File: src/sv/cmas_pkg.sv
// Shared constants, types and helper functions of the moving average stats unit.
// No dependencies; every other file but assert_macros.svh refers to it by scoped names.
package cmas_pkg;

   localparam int MAX_WINDOW  = 64;
   localparam int MAX_COLUMNS = 65536;

   localparam int CFG_W    = 7;
   localparam int SAMPLE_W = 16;
   localparam int COL_W    = 16;
   localparam int Q_W      = 16;
   localparam int PTR_W    = $clog2(MAX_WINDOW);
   localparam int EW_W     = PTR_W + 1;
   localparam int SUM_W    = SAMPLE_W + PTR_W;
   localparam int CNT_W    = $clog2(MAX_COLUMNS) + 1;
   localparam int TOTAL_W  = SAMPLE_W + CNT_W - 1;
   localparam int STEP_W   = $clog2(Q_W);

   localparam logic [STEP_W-1:0] STEP_LAST = STEP_W'(Q_W - 1);

   // Controller to datapath commands.
   typedef struct packed {
      logic accept;
      logic update;
      logic cfg_wr;
      logic div_start;
      logic div_avg;
      logic cap_smooth;
      logic cap_avg;
      logic load_rsp;
   } ctrl_cmd_type;

   // Datapath to controller status.
   typedef struct packed {
      logic smooth_go;
      logic last;
      logic div_done;
      logic rsp_free;
   } dp_status_type;

   // Zero counts as one, anything above the line depth saturates.
   function automatic logic [EW_W-1:0] eff_window(input logic [CFG_W-1:0] raw);
      int unsigned      r;
      logic [EW_W-1:0] w;
      r = raw;
      if (r == 0) begin
         w = EW_W'(1);
      end else if (r > MAX_WINDOW) begin
         w = EW_W'(MAX_WINDOW);
      end else begin
         w = EW_W'(r);
      end
      return w;
   endfunction

endpackage

File: src/sv/cmas_req_if.sv
// Input channel: one column score per transfer.
// Depends on cmas_pkg for the sample width.
interface cmas_req_if;
   logic                          valid;
   logic                          ready;
   logic [cmas_pkg::SAMPLE_W-1:0] sample;
   logic                          last;

   modport source (output valid, output sample, output last, input ready);
   modport sink (input valid, input sample, input last, output ready);
endinterface

File: src/sv/cmas_rsp_if.sv
// Result channel: smoothed value and end-of-profile statistics.
// Depends on cmas_pkg for the field widths.
interface cmas_rsp_if;
   logic                       valid;
   logic                       ready;
   logic [cmas_pkg::COL_W-1:0] column;
   logic [cmas_pkg::Q_W-1:0]   smoothed;
   logic                       smooth_valid;
   logic                       done_res;
   logic                       too_short;
   logic [cmas_pkg::Q_W-1:0]   max_smoothed;
   logic [cmas_pkg::Q_W-1:0]   min_smoothed;
   logic [cmas_pkg::Q_W-1:0]   average;

   modport source (output valid, output column, output smoothed, output smooth_valid,
                   output done_res, output too_short, output max_smoothed,
                   output min_smoothed, output average, input ready);
   modport sink (input valid, input column, input smoothed, input smooth_valid,
                 input done_res, input too_short, input max_smoothed,
                 input min_smoothed, input average, output ready);
endinterface

File: src/sv/cmas_csr_if.sv
// Configuration write channel carrying the window size register.
// Depends on cmas_pkg for the register width.
interface cmas_csr_if;
   logic                       valid;
   logic                       ready;
   logic [cmas_pkg::CFG_W-1:0] window_size;

   modport source (output valid, output window_size, input ready);
   modport sink (input valid, input window_size, output ready);
endinterface

File: src/sv/centered_moving_average_stats_unit.sv
// Centered boxcar moving average over a stream of unsigned Q8.8 column scores, with the
// minimum and maximum of the smoothed values and the mean of the raw scores on the last
// column. One column is in flight at a time: a column that yields no result passes only
// through the update state, a smoothed column also runs the shared 16-step radix-2
// divider; the last column runs the divider a second time for the mean. A result that
// finds the output register still occupied waits for it. A finished result waits in an
// output register while the next column is taken. A write to window_size is taken only
// between columns and restarts the profile. The delay line memory has no clearing pass
// and is ready right after reset.
module centered_moving_average_stats_unit (
   input  logic        clock,
   input  logic        reset,
   cmas_req_if.sink    req_chan,
   cmas_rsp_if.source  rsp_chan,
   cmas_csr_if.sink    csr_chan
);

   cmas_pkg::ctrl_cmd_type  cmd;
   cmas_pkg::dp_status_type status;

   cmas_ctrl u_ctrl (
      .clock     (clock),
      .reset     (reset),
      .req_valid (req_chan.valid),
      .csr_valid (csr_chan.valid),
      .status    (status),
      .req_ready (req_chan.ready),
      .csr_ready (csr_chan.ready),
      .cmd       (cmd)
   );

   cmas_dp u_dp (
      .clock            (clock),
      .reset            (reset),
      .cmd              (cmd),
      .status           (status),
      .req_sample       (req_chan.sample),
      .req_last         (req_chan.last),
      .csr_window_size  (csr_chan.window_size),
      .rsp_ready        (rsp_chan.ready),
      .rsp_valid        (rsp_chan.valid),
      .rsp_column       (rsp_chan.column),
      .rsp_smoothed     (rsp_chan.smoothed),
      .rsp_smooth_valid (rsp_chan.smooth_valid),
      .rsp_done_res     (rsp_chan.done_res),
      .rsp_too_short    (rsp_chan.too_short),
      .rsp_max_smoothed (rsp_chan.max_smoothed),
      .rsp_min_smoothed (rsp_chan.min_smoothed),
      .rsp_average      (rsp_chan.average)
   );

endmodule

File: src/sv/cmas_div.sv
// Radix-2 restoring divider, one quotient bit per cycle, for quotients below 2**Q_W.
// Depends on cmas_pkg for widths.
module cmas_div (
   input  logic                         clock,
   input  logic                         reset,
   input  logic                         start,
   input  logic [cmas_pkg::TOTAL_W-1:0] dividend,
   input  logic [cmas_pkg::CNT_W-1:0]   divisor,
   output logic [cmas_pkg::Q_W-1:0]     quotient,
   output logic                         done
);

   logic [cmas_pkg::CNT_W-1:0]  rem_ff, rem_in;
   logic [cmas_pkg::Q_W-1:0]    quo_ff, quo_in;
   logic [cmas_pkg::CNT_W-1:0]  dvs_ff;
   logic [cmas_pkg::STEP_W-1:0] step_ff, step_in;
   logic                        busy_ff, busy_in;
   logic                        done_ff, done_in;
   logic [cmas_pkg::CNT_W:0]    trial;
   logic [cmas_pkg::CNT_W:0]    diff;
   logic                        fits;

   assign trial = {rem_ff, quo_ff[cmas_pkg::Q_W-1]};
   assign diff  = trial - {1'b0, dvs_ff};
   assign fits  = trial >= {1'b0, dvs_ff};

   always_comb begin
      rem_in  = rem_ff;
      quo_in  = quo_ff;
      step_in = step_ff;
      busy_in = busy_ff;
      done_in = 1'b0;
      if (start) begin
         // upper part is below the divisor since the quotient fits Q_W bits
         rem_in  = cmas_pkg::CNT_W'(dividend[cmas_pkg::TOTAL_W-1:cmas_pkg::Q_W]);
         quo_in  = dividend[cmas_pkg::Q_W-1:0];
         step_in = '0;
         busy_in = 1'b1;
      end else if (busy_ff) begin
         rem_in  = fits ? diff[cmas_pkg::CNT_W-1:0] : trial[cmas_pkg::CNT_W-1:0];
         quo_in  = {quo_ff[cmas_pkg::Q_W-2:0], fits};
         step_in = step_ff + 1'b1;
         if (step_ff == cmas_pkg::STEP_LAST) begin
            busy_in = 1'b0;
            done_in = 1'b1;
         end
      end
   end

   always_ff @(posedge clock) begin
      rem_ff <= rem_in;
      quo_ff <= quo_in;
      if (start) begin
         dvs_ff <= divisor;
      end
      if (reset) begin
         step_ff <= '0;
         busy_ff <= 1'b0;
         done_ff <= 1'b0;
      end else begin
         step_ff <= step_in;
         busy_ff <= busy_in;
         done_ff <= done_in;
      end
   end

   assign quotient = quo_ff;
   assign done     = done_ff;

endmodule

File: src/sv/cmas_dp.sv
// Datapath: window delay line memory, running sums and statistics, divider, result register.
// Depends on cmas_pkg and cmas_div; steered by cmas_ctrl through the command struct.
module cmas_dp (
   input  logic                          clock,
   input  logic                          reset,
   input  cmas_pkg::ctrl_cmd_type        cmd,
   output cmas_pkg::dp_status_type       status,
   input  logic [cmas_pkg::SAMPLE_W-1:0] req_sample,
   input  logic                          req_last,
   input  logic [cmas_pkg::CFG_W-1:0]    csr_window_size,
   input  logic                          rsp_ready,
   output logic                          rsp_valid,
   output logic [cmas_pkg::COL_W-1:0]    rsp_column,
   output logic [cmas_pkg::Q_W-1:0]      rsp_smoothed,
   output logic                          rsp_smooth_valid,
   output logic                          rsp_done_res,
   output logic                          rsp_too_short,
   output logic [cmas_pkg::Q_W-1:0]      rsp_max_smoothed,
   output logic [cmas_pkg::Q_W-1:0]      rsp_min_smoothed,
   output logic [cmas_pkg::Q_W-1:0]      rsp_average
);

   logic [cmas_pkg::SAMPLE_W-1:0] line_mem [cmas_pkg::MAX_WINDOW];

   // profile state
   logic [cmas_pkg::CFG_W-1:0]   win_size_ff, win_size_in;
   logic [cmas_pkg::PTR_W-1:0]   wr_ptr_ff, wr_ptr_in;
   logic [cmas_pkg::SUM_W-1:0]   win_sum_ff, win_sum_in;
   logic [cmas_pkg::CNT_W-1:0]   count_ff, count_in;
   logic [cmas_pkg::TOTAL_W-1:0] total_ff, total_in;
   logic [cmas_pkg::Q_W-1:0]     max_ff, max_in;
   logic [cmas_pkg::Q_W-1:0]     min_ff, min_in;
   logic                         any_ff, any_in;
   logic                         rsp_valid_ff, rsp_valid_in;

   // per-item working registers
   logic [cmas_pkg::SAMPLE_W-1:0] sample_ff;
   logic                          last_ff;
   logic [cmas_pkg::SAMPLE_W-1:0] old_ff;
   logic [cmas_pkg::COL_W-1:0]    col_ff;
   logic                          go_ff;
   logic [cmas_pkg::Q_W-1:0]      smooth_ff;
   logic [cmas_pkg::Q_W-1:0]      avg_ff;

   // result register
   logic [cmas_pkg::COL_W-1:0] out_col_ff;
   logic [cmas_pkg::Q_W-1:0]   out_smooth_ff;
   logic                       out_sv_ff;
   logic                       out_done_ff;
   logic                       out_short_ff;
   logic [cmas_pkg::Q_W-1:0]   out_max_ff;
   logic [cmas_pkg::Q_W-1:0]   out_min_ff;
   logic [cmas_pkg::Q_W-1:0]   out_avg_ff;

   logic [cmas_pkg::EW_W-1:0]    win;
   logic [cmas_pkg::CNT_W-1:0]   win_ext;
   logic [cmas_pkg::PTR_W-1:0]   old_addr;
   logic [cmas_pkg::CNT_W-1:0]   count_inc;
   logic                         keep;
   logic                         full_before;
   logic                         smooth_go;
   logic                         restart;
   logic                         div_start_go;
   logic [cmas_pkg::TOTAL_W-1:0] div_dividend;
   logic [cmas_pkg::CNT_W-1:0]   div_divisor;
   logic [cmas_pkg::Q_W-1:0]     div_quotient;
   logic                         div_done;

   assign win       = cmas_pkg::eff_window(win_size_ff);
   assign win_ext   = cmas_pkg::CNT_W'(win);
   assign old_addr  = wr_ptr_ff - win[cmas_pkg::PTR_W-1:0];
   assign count_inc = count_ff + 1'b1;
   assign keep      = count_ff < cmas_pkg::CNT_W'(cmas_pkg::MAX_COLUMNS);
   assign full_before = count_ff >= win_ext;
   assign smooth_go = keep && (count_inc >= win_ext);
   assign restart   = cmd.cfg_wr || (cmd.load_rsp && last_ff);

   always_comb begin
      win_size_in  = win_size_ff;
      wr_ptr_in    = wr_ptr_ff;
      win_sum_in   = win_sum_ff;
      count_in     = count_ff;
      total_in     = total_ff;
      max_in       = max_ff;
      min_in       = min_ff;
      any_in       = any_ff;
      rsp_valid_in = rsp_valid_ff;
      if (cmd.update && keep) begin
         // drop the oldest sample once the window is full
         win_sum_in = win_sum_ff - (full_before ? cmas_pkg::SUM_W'(old_ff) : '0)
                      + cmas_pkg::SUM_W'(sample_ff);
         wr_ptr_in  = wr_ptr_ff + 1'b1;
         total_in   = total_ff + cmas_pkg::TOTAL_W'(sample_ff);
         count_in   = count_inc;
      end
      if (cmd.cap_smooth) begin
         any_in = 1'b1;
         if (div_quotient > max_ff) begin
            max_in = div_quotient;
         end
         if (div_quotient < min_ff) begin
            min_in = div_quotient;
         end
      end
      if (cmd.cfg_wr) begin
         win_size_in = csr_window_size;
      end
      if (restart) begin
         wr_ptr_in  = '0;
         win_sum_in = '0;
         count_in   = '0;
         total_in   = '0;
         max_in     = '0;
         min_in     = '1;
         any_in     = 1'b0;
      end
      if (cmd.load_rsp) begin
         rsp_valid_in = 1'b1;
      end else if (rsp_ready) begin
         rsp_valid_in = 1'b0;
      end
   end

   always_ff @(posedge clock) begin
      if (reset) begin
         win_size_ff  <= cmas_pkg::CFG_W'(1);
         wr_ptr_ff    <= '0;
         win_sum_ff   <= '0;
         count_ff     <= '0;
         total_ff     <= '0;
         max_ff       <= '0;
         min_ff       <= '1;
         any_ff       <= 1'b0;
         rsp_valid_ff <= 1'b0;
      end else begin
         win_size_ff  <= win_size_in;
         wr_ptr_ff    <= wr_ptr_in;
         win_sum_ff   <= win_sum_in;
         count_ff     <= count_in;
         total_ff     <= total_in;
         max_ff       <= max_in;
         min_ff       <= min_in;
         any_ff       <= any_in;
         rsp_valid_ff <= rsp_valid_in;
      end
   end

   // delay line: read the outgoing entry on transfer, write the new one on update
   always_ff @(posedge clock) begin
      if (cmd.accept) begin
         old_ff <= line_mem[old_addr];
      end
      if (cmd.update && keep) begin
         line_mem[wr_ptr_ff] <= sample_ff;
      end
   end

   always_ff @(posedge clock) begin
      if (cmd.accept) begin
         sample_ff <= req_sample;
         last_ff   <= req_last;
      end
      if (cmd.update) begin
         go_ff  <= smooth_go;
         col_ff <= count_ff[cmas_pkg::COL_W-1:0] - cmas_pkg::COL_W'(win >> 1);
      end
      if (cmd.cap_smooth) begin
         smooth_ff <= div_quotient;
      end
      if (cmd.cap_avg) begin
         avg_ff <= div_quotient;
      end
      if (cmd.load_rsp) begin
         out_col_ff    <= go_ff ? col_ff : '0;
         out_smooth_ff <= go_ff ? smooth_ff : '0;
         out_sv_ff     <= go_ff;
         out_done_ff   <= last_ff;
         out_short_ff  <= last_ff && (count_ff < win_ext);
         out_max_ff    <= (last_ff && any_ff) ? max_ff : '0;
         out_min_ff    <= (last_ff && any_ff) ? min_ff : '0;
         out_avg_ff    <= last_ff ? avg_ff : '0;
      end
   end

   assign div_start_go = cmd.div_start;
   assign div_dividend = cmd.div_avg ? total_ff : cmas_pkg::TOTAL_W'(win_sum_ff);
   assign div_divisor  = cmd.div_avg ? count_ff : win_ext;

   cmas_div u_div (
      .clock    (clock),
      .reset    (reset),
      .start    (div_start_go),
      .dividend (div_dividend),
      .divisor  (div_divisor),
      .quotient (div_quotient),
      .done     (div_done)
   );

   assign status.smooth_go = smooth_go;
   assign status.last      = last_ff;
   assign status.div_done  = div_done;
   assign status.rsp_free  = !rsp_valid_ff || rsp_ready;

   assign rsp_valid        = rsp_valid_ff;
   assign rsp_column       = out_col_ff;
   assign rsp_smoothed     = out_smooth_ff;
   assign rsp_smooth_valid = out_sv_ff;
   assign rsp_done_res     = out_done_ff;
   assign rsp_too_short    = out_short_ff;
   assign rsp_max_smoothed = out_max_ff;
   assign rsp_min_smoothed = out_min_ff;
   assign rsp_average      = out_avg_ff;

endmodule

File: src/sv/cmas_ctrl.sv
// Controller: one column: update, then as needed smoothing divide, average divide, output.
// Depends on cmas_pkg for the command and status structs.
module cmas_ctrl (
   input  logic                    clock,
   input  logic                    reset,
   input  logic                    req_valid,
   input  logic                    csr_valid,
   input  cmas_pkg::dp_status_type status,
   output logic                    req_ready,
   output logic                    csr_ready,
   output cmas_pkg::ctrl_cmd_type  cmd
);

   typedef enum logic [6:0] {
      ST_IDLE    = 7'b0000001,
      ST_UPDATE  = 7'b0000010,
      ST_SM_GO   = 7'b0000100,
      ST_SM_WAIT = 7'b0001000,
      ST_AV_GO   = 7'b0010000,
      ST_AV_WAIT = 7'b0100000,
      ST_OUT     = 7'b1000000
   } state_type;

   state_type state_ff, state_in;
   logic      idle;

   assign idle      = state_ff == ST_IDLE;
   // configuration takes precedence over a column in the same cycle
   assign csr_ready = idle;
   assign req_ready = idle && !csr_valid;

   always_comb begin
      state_in       = state_ff;
      cmd            = '0;
      cmd.cfg_wr     = idle && csr_valid;
      cmd.accept     = req_ready && req_valid;
      unique case (state_ff)
         ST_IDLE: begin
            if (cmd.accept) begin
               state_in = ST_UPDATE;
            end
         end
         ST_UPDATE: begin
            cmd.update = 1'b1;
            if (status.smooth_go) begin
               state_in = ST_SM_GO;
            end else if (status.last) begin
               state_in = ST_AV_GO;
            end else begin
               state_in = ST_IDLE;
            end
         end
         ST_SM_GO: begin
            cmd.div_start = 1'b1;
            state_in      = ST_SM_WAIT;
         end
         ST_SM_WAIT: begin
            if (status.div_done) begin
               cmd.cap_smooth = 1'b1;
               state_in       = status.last ? ST_AV_GO : ST_OUT;
            end
         end
         ST_AV_GO: begin
            cmd.div_start = 1'b1;
            cmd.div_avg   = 1'b1;
            state_in      = ST_AV_WAIT;
         end
         ST_AV_WAIT: begin
            if (status.div_done) begin
               cmd.cap_avg = 1'b1;
               state_in    = ST_OUT;
            end
         end
         ST_OUT: begin
            // hold until the result register is free
            if (status.rsp_free) begin
               cmd.load_rsp = 1'b1;
               state_in     = ST_IDLE;
            end
         end
         default: begin
            state_in = ST_IDLE;
         end
      endcase
   end

   always_ff @(posedge clock) begin
      if (reset) begin
         state_ff <= ST_IDLE;
      end else begin
         state_ff <= state_in;
      end
   end

endmodule

File: src/flat_wrapper.sv
// flat-port wrapper written by rule: the top's interface ports become plain ports
module centered_moving_average_stats_unit_flat 
  (clock, reset, req_chan_valid, req_chan_sample, req_chan_last, req_chan_ready, rsp_chan_valid, rsp_chan_column, rsp_chan_smoothed, rsp_chan_smooth_valid, rsp_chan_done_res, rsp_chan_too_short, rsp_chan_max_smoothed, rsp_chan_min_smoothed, rsp_chan_average, rsp_chan_ready, csr_chan_valid, csr_chan_window_size, csr_chan_ready);
  cmas_req_if req_chan_i ();
  cmas_rsp_if rsp_chan_i ();
  cmas_csr_if csr_chan_i ();
  input  logic clock;
  input  logic reset;
  input wire logic [$bits(req_chan_i.valid)-1:0] req_chan_valid;
  input wire logic [$bits(req_chan_i.sample)-1:0] req_chan_sample;
  input wire logic [$bits(req_chan_i.last)-1:0] req_chan_last;
  output wire logic [$bits(req_chan_i.ready)-1:0] req_chan_ready;
  output wire logic [$bits(rsp_chan_i.valid)-1:0] rsp_chan_valid;
  output wire logic [$bits(rsp_chan_i.column)-1:0] rsp_chan_column;
  output wire logic [$bits(rsp_chan_i.smoothed)-1:0] rsp_chan_smoothed;
  output wire logic [$bits(rsp_chan_i.smooth_valid)-1:0] rsp_chan_smooth_valid;
  output wire logic [$bits(rsp_chan_i.done_res)-1:0] rsp_chan_done_res;
  output wire logic [$bits(rsp_chan_i.too_short)-1:0] rsp_chan_too_short;
  output wire logic [$bits(rsp_chan_i.max_smoothed)-1:0] rsp_chan_max_smoothed;
  output wire logic [$bits(rsp_chan_i.min_smoothed)-1:0] rsp_chan_min_smoothed;
  output wire logic [$bits(rsp_chan_i.average)-1:0] rsp_chan_average;
  input wire logic [$bits(rsp_chan_i.ready)-1:0] rsp_chan_ready;
  input wire logic [$bits(csr_chan_i.valid)-1:0] csr_chan_valid;
  input wire logic [$bits(csr_chan_i.window_size)-1:0] csr_chan_window_size;
  output wire logic [$bits(csr_chan_i.ready)-1:0] csr_chan_ready;
  assign req_chan_i.valid = req_chan_valid;
  assign req_chan_i.sample = req_chan_sample;
  assign req_chan_i.last = req_chan_last;
  assign req_chan_ready = req_chan_i.ready;
  assign rsp_chan_valid = rsp_chan_i.valid;
  assign rsp_chan_column = rsp_chan_i.column;
  assign rsp_chan_smoothed = rsp_chan_i.smoothed;
  assign rsp_chan_smooth_valid = rsp_chan_i.smooth_valid;
  assign rsp_chan_done_res = rsp_chan_i.done_res;
  assign rsp_chan_too_short = rsp_chan_i.too_short;
  assign rsp_chan_max_smoothed = rsp_chan_i.max_smoothed;
  assign rsp_chan_min_smoothed = rsp_chan_i.min_smoothed;
  assign rsp_chan_average = rsp_chan_i.average;
  assign rsp_chan_i.ready = rsp_chan_ready;
  assign csr_chan_i.valid = csr_chan_valid;
  assign csr_chan_i.window_size = csr_chan_window_size;
  assign csr_chan_ready = csr_chan_i.ready;
  centered_moving_average_stats_unit u_core (.clock(clock), .reset(reset), .req_chan(req_chan_i), .rsp_chan(rsp_chan_i), .csr_chan(csr_chan_i));
endmodule
File: config.mk
export PLATFORM = sky130hd
export DESIGN_NAME = centered_moving_average_stats_unit_flat
export DESIGN_NICKNAME = d
export VERILOG_FILES = /design/src/sv/cmas_pkg.sv /design/src/sv/cmas_req_if.sv /design/src/sv/cmas_rsp_if.sv /design/src/sv/cmas_csr_if.sv /design/src/sv/centered_moving_average_stats_unit.sv /design/src/sv/cmas_div.sv /design/src/sv/cmas_dp.sv /design/src/sv/cmas_ctrl.sv /design/src/flat_wrapper.sv
export SDC_FILE = /design/constraint.sdc
export NUM_CORES = 2
export LEC_CHECK = 0
export ABC_CLOCK_PERIOD_IN_PS = 6100
export BUFFER_PORTS_ARGS = -buffer_cell sky130_fd_sc_hd__buf_4
export CAP_MARGIN = 5
export CORE_UTILIZATION = 55
export CTS_BUF_LIST = sky130_fd_sc_hd__clkbuf_2
export DETAILED_ROUTE_END_ITERATION = 7
export GPL_ROUTABILITY_DRIVEN = 0
export PLACE_DENSITY = 0.82
export SLEW_MARGIN = 10
export SYNTH_ARGS = -nofsm -noshare
export SYNTH_HDL_FRONTEND = slang
export SYNTH_SLANG_ARGS = --single-unit
export TNS_END_PERCENT = 50
File: constraint.sdc
create_clock -name clock -period 6.1 [get_ports clock]
set_clock_uncertainty 0.2 [all_clocks]
set_input_delay 1.22 -clock clock [delete_from_list [all_inputs] [get_ports clock]]
set_output_delay 1.22 -clock clock [all_outputs]
set_load 0.1 [all_outputs]
### Word level (Yosys, flattened, before mapping)

Memories as Yosys holds them, arrays and structs flattened. A register that Yosys moved wholly into a read port is not among the register bits.
Cells that the tools add are included.

* add/sub/neg operators: 9
* order comparisons: 8
* equality and inequality tests: 12
* muxes and demuxes: 34
* bitwise gates (word level): 1
* reductions and logical operators: 22

Operators with widths (count)
* $mux 16: 5
* $mux 7: 9
* $pmux 7 s7: 1
* $ge 17x7->1: 2
* $add 32x16->32: 1
* $mux 32: 1
* $add 22x16->22: 1
* $sub 22x16->22: 1
* $ge 18x17->1: 1
* $add 17x1->17 const B: 1
* $lt 17x17->1 const B: 1
* $lt 17x7->1: 1
* $mux 17: 1
* $sub 17x17->17: 1
* $gt 16x16->1: 1
* $lt 16x16->1: 1
* $mux 1: 16
* $sub 16x6->16: 1
* $logic_and 1x1->1: 8
* $eq 7x1->1 const B: 1
* $eq 7x2->1 const B: 1
* $eq 7x3->1 const B: 1
* $eq 7x4->1 const B: 1
* $eq 7x5->1 const B: 1
* other kinds (19): 27

* register bits after elaboration: 330
* memory bits (writable): 1024
* memories kept: 1

Memories
* u_core.u_dp.line_mem: depth 64, width 16, read ports 1, clocked after Yosys merged registers in 1, wr ports 1, RTL line cmas_dp.sv:23 `logic [cmas_pkg::SAMPLE_W-1:0] line_mem [cmas_pkg::MAX_WINDOW];`

### Longest topological paths before layout

* depth after elaboration: 7
* mapped depth: 25
* gate-level depth less buffers: 24

### Hierarchy

From an unflattened synthesis, not the netlist that was laid out.

* cell total of the unflattened synthesis: 3420
* area, all modules: 57889.3 µm²

Modules (own cells, without submodules)
* cmas_dp: times used 1, cells an instance 3068, area each 54143.2 µm², seq. area each 38066.5 µm²
* cmas_div: times used 1, cells an instance 281, area each 3210.6 µm², seq. area each 1611.5 µm²
* cmas_ctrl: times used 1, cells an instance 71, area each 535.5 µm², seq. area each 140.1 µm²

### Worst setup path before layout

OpenSTA, ideal clock, no wires.

* path kind: register to register
* from: register u_core.u_dp.win_size_ff[6] in the netlist's numbering
* to: register u_core.u_dp.win_sum_ff[20] in the netlist's numbering
* arrival time: 4.616 ns
* required time: 5.773 ns
* path slack: 1.157 ns
* stages on the path, launching flop included: 25
* buffers on the path: 1
* clock period less this slack: 4.943 ns
* cells stage by stage: dfxtp_1 inv_1 nand2_1 ha_1 nor2b_1 o21a_1 o21a_1 o21a_1 o21a_1 o21ai_0 nand3_1 clkbuf_1 and2_1 ha_1 inv_1 ha_1 fa_1 a21o_1 a21oi_1 o21ai_0 a21oi_1 o21ai_0 a31oi_1 or4_1 o211ai_1

* longest elaborated chain between the ends: 7
* elaborated cells between the ends (all ways): 8
* those cells by class: 2 x add/sub; 2 x order compare; 3 x mux; 1 x reduce/logical

Ends and longest elaborated chain
* from (decl): RTL line cmas_dp.sv:26 `logic [cmas_pkg::CFG_W-1:0] win_size_ff, win_size_in;`
* from (signal assigned): RTL line cmas_dp.sv:126 `win_size_ff <= cmas_pkg::CFG_W'(1);`
* from (signal assigned): RTL line cmas_dp.sv:136 `win_size_ff <= win_size_in;`
* $gt 7x7->1: RTL line cmas_pkg.sv:48 `end else if (r > MAX_WINDOW) begin`
* $mux 7: RTL line cmas_pkg.sv:48
* $mux 7 *: RTL line cmas_pkg.sv:46 `if (r == 0) begin`
* $ge 17x7->1 *: RTL line cmas_dp.sv:74 `assign full_before = count_ff >= win_ext;`
* $mux 16 *: RTL line cmas_dp.sv:90 `win_sum_in = win_sum_ff - (full_before ? cmas_pkg::SUM_W'(old_ff) : '0)`
* $sub 22x16->22 *: RTL line cmas_dp.sv:90
* $add 22x16->22 *: RTL line cmas_dp.sv:91 `+ cmas_pkg::SUM_W'(sample_ff);`
* to (signal assigned): RTL line cmas_dp.sv:138 `win_sum_ff <= win_sum_in;`
* to (decl): RTL line cmas_dp.sv:28 `logic [cmas_pkg::SUM_W-1:0] win_sum_ff, win_sum_in;`

Every way passes the cells marked *; elsewhere a longest branch is shown, timed or not.
A chain may end at the register's enable or synchronous reset.

### Worst setup path after layout

Ends and elaborated chain as after synthesis.

==> flow_summary.json <==
{
  "status": "completed",
  "ys_ff_latch": 1370,
  "drt_iter0_drc": 3646,
  "antenna_found_initial": 9,
  "power-per-cell-area_nw_per_um2": 339.2,
  "place_inst": 4793,
  "rr_startpoint": "u_core.u_dp.win_size_ff[6]",
  "cts_buffer_depth": 4,
  "fin_hold_ws_ns": 0.1962,
  "synth_cell_type_count": 78,
  "grt_pass1_wl_um": 195100,
  "pwr-share-comb_pct": 24.3,
  "row_count": 117,
  "portBuffers": 114,
  "htreeDepth": 5,
  "max_freq_mhz": 180.2,
  "endpoint_kind": "flip-flop",
  "die_w_um": 324.7,
  "min_to": "u_core.u_dp.sample_ff[9]",
  "leakagePower_nw": 22.20,
  "grt_pass1_vias": 32483,
  "vias_per_cell": 5.989,
  "start_util_pct": 55.88,
  "hp-class": "input port to flip-flop",
  "ir_worst_vdd_v": 0.0002794,
  "areaGrowthSynthToFinish_pct": 10.97,
  "synth_warnings": 0,
  "finalSetupViolations": 0,
  "synth.net_count": 3518,
  "max_slew_margin_pct": 18.34,
  "fin_cells": 5404,
  "pwr-share-clk_pct": 27.1,
  "hold_violations": 0,
  "yosysTopAreaCell": "edfxtp_1",
  "n_fill_cell": 7185,
  "clkTransAtPathRegs_ns": 0.14,
  "cts_buffers": 338,
  "cts_tree": "done",
  "drt_pre_antenna_iters": 6,
  "switchingPower_mw": 6.474,
  "worstPathMaxFanout": 16,
  "r2r-end": "u_core.u_dp.win_sum_ff[20]",
  "slew_violations": 0,
  "dieArea_um2": 105400,
  "grt_max_degree": 84,
  "critPathArrivalTime_ns": 6.74,
  "hold_path_depth": 2,
  "timing.setup.tns_ns": 0,
  "track_usage_pct": 24.56,
  "clock_latency_ns": 1.60,
  "setup.worst_path.class": "flip-flop to flip-flop",
  "period_needed_ns": 5.550,
  "nets": 3959,
  "setup.worst_path.start_class": "flip-flop",
  "hold_path.startpoint": "req_chan_sample[9]",
  "grt_remaining_overflow": 0,
  "io_pins": 115,
  "synth_top_cell_area_share_pct": 64.92,
  "reg2reg_depth": 24,
  "core_um2": 102500,
  "post-route-period-util_pct": 90.98,
  "synthTopCellsByArea": "edfxtp_1, mux4_2, dfxtp_1",
  "postSynthAreaPerCell_um2": 17.07,
  "cts-root-buf": "clkbuf_2",
  "synth-main-ff-cell": "edfxtp_1",
  "synth_area_um2": 57260,
  "cts_sinks": 1370,
  "switching_share_pct": 30.04,
  "synth_cells": 3355,
  "worst_pin_slew_ns": 1.225,
  "place_hpwl_um": 78910,
  "ant_nets": 0,
  "synth_edf_count": 1238,
  "drt_wl_total_um": 131000,
  "async_reset_ff_share_pct": 0,
  "synth_top_cells_by_count": "edfxtp_1, mux4_2, nor2_1",
  "cp.required_ns": 7.29,
  "grt_setup_unrepaired": "false",
  "cap_viol_max_count": 0,
  "internal_power_mw": 15.08,
  "rrSetupSlack_ns": 0.55,
  "drive_above_1_share_pct": 27.02,
  "num_vias": 32366,
  "power_frac_seq_pct": 48.6,
  "wire_per_inst_um": 24.25,
  "synth-seq-area-share_pct": 69.53,
  "synth_most_common_cell": "edfxtp_1",
  "drc": 0,
  "fp.dieH_um": 324.7
}
-- per-layer routing --
metal / global-route usage, % / wire [um]
met1: 33.08 / 50890
met2: 38.98 / 63990
met3: 5.710 / 12120
met4: 9.854 / 3993
met5: 0 / 24
-- placed cells by master (no fill, tap or decap), types with 22 or more instances in the layout --
master	instances
a22oi_1	22
and2_1	84
a21o_1	25
nor2b_1	30
mux4_2	320
edfxtp_1	1238
xor2_1	39
o211ai_1	25
a211oi_1	28
nand2_1	177
xnor2_1	42
nand3_1	65
dlygate4sd3_1	31
dfxtp_1	132
nand4_1	26
nor2_1	177
inv_1	147
nor3_1	33
ha_1	113
clkinv_1	72
mux2i_1	39
clkbuf_2	470
and3_1	48
buf_4	222
o21ai_0	64
a21oi_1	121
-- what timing repair did --
item	in CTS	in global routing
buffers inserted	0	0
hold endpoints to repair	39	0
hold buffers	31	0
endpoints found under the setup margin	0	1
resized for setup	0	1
-- area by class of cell --
type / count / area [um2] / area share, %
flip-flops and latches: 1370 / 39820 / 62.66
multi-input cells: 1674 / 16310 / 25.66
clock buffers: 470 / 2352 / 3.702
repair buffers: 265 / 2217 / 3.489
well taps: 1368 / 1712 / 2.694
clock inverters: 101 / 566.8 / 0.8919
inverters: 147 / 551.8 / 0.8683
diodes: 9 / 22.52 / 0.03544
-- cells by family after synthesis --
logic type                 Yosys count  share of synthesized area [%]
xor gates and xnor gates            85                          1.326
AOI/OAI and AO/OA                  370                          4.062
buffers and inverters              311                          2.176
muxes                              362                          13.34
DFF                               1370                          69.53
adders and majority gates          134                          3.190
and+or+nand+nor                    723                          6.373
-- sequential cells by signal, indices dropped and copies added, names as in the netlist, 17 cells and up --
register and cells:
u_core.u_dp.total_ff 32, u_core.u_dp.u_div.dvs_ff 17, u_core.u_dp.count_ff 17, u_core.u_dp.win_sum_ff 22, u_core.u_dp.line_mem 1024, u_core.u_dp.u_div.rem_ff 17
-- metrics by stage --
step	power, mW	area (um2)	util [%]	setup slack, ns
floorplan	14.29	57260	-	1.157
global placement	15.73	60290	58.84	0.7068
detailed placement	15.85	60290	58.84	0.5189
CTS	21.61	63520	61.99	0.4962
global route	22.46	63540	62.01	0.1425
finish	21.55	63550	62.01	0.5504
-- power by group through the flow --
stage	sequential, mW	clock, mW	combinational (mW)
final	10.5	5.85	5.24
after CTS	10.5	5.95	5.20
after global routing	10.5	6.43	5.55
after detailed placement	10.7	0	5.17
after global placement	10.7	0	5.06
after floorplan	10.7	0	3.55
-- worst max-delay path: stages (launching register included) --
cell and delay (ns):
dfxtp_1 0.35, inv_1 0.20, nand2_1 0.08, buf_4 0.17, ha_1 0.28, nor2b_1 0.13
o21a_1 0.16, o21a_1 0.16, o21a_1 0.16, o21a_1 0.16, o21ai_0 0.22, nand3_1 0.11
buf_4 0.21, and2_1 0.18, fa_1 0.47, inv_1 0.04, ha_1 0.33, a21o_1 0.14
a21oi_1 0.11, o21ai_0 0.41, a21oi_2 0.17, o21ai_0 0.33, a31oi_1 0.15, or4_1 0.41
o211ai_1 0.10
-- worst max path at each step --
| stage | from | to | slack [ns] | depth (start not counted) |
|---|---|---|---|---|
| 2_1_floorplan | u_core.u_dp.win_size_ff[6] | u_core.u_dp.win_sum_ff[20] | 1.16 | 24 |
| 3_3_place_gp | u_core.u_dp.win_size_ff[6] | u_core.u_dp.win_sum_ff[20] | 0.71 | 25 |
| 3_5_place_dp | u_core.u_dp.win_size_ff[6] | u_core.u_dp.win_sum_ff[20] | 0.52 | 25 |
| 4_1_cts | u_core.u_dp.win_size_ff[6] | u_core.u_dp.win_sum_ff[20] | 0.50 | 25 |
| 5_1_grt | u_core.u_dp.win_size_ff[6] | u_core.u_dp.win_sum_ff[20] | 0.14 | 24 |
| 6_report | u_core.u_dp.win_size_ff[6] | u_core.u_dp.win_sum_ff[20] | 0.55 | 24 |
Note: power is estimated with default switching activity, not from simulation.
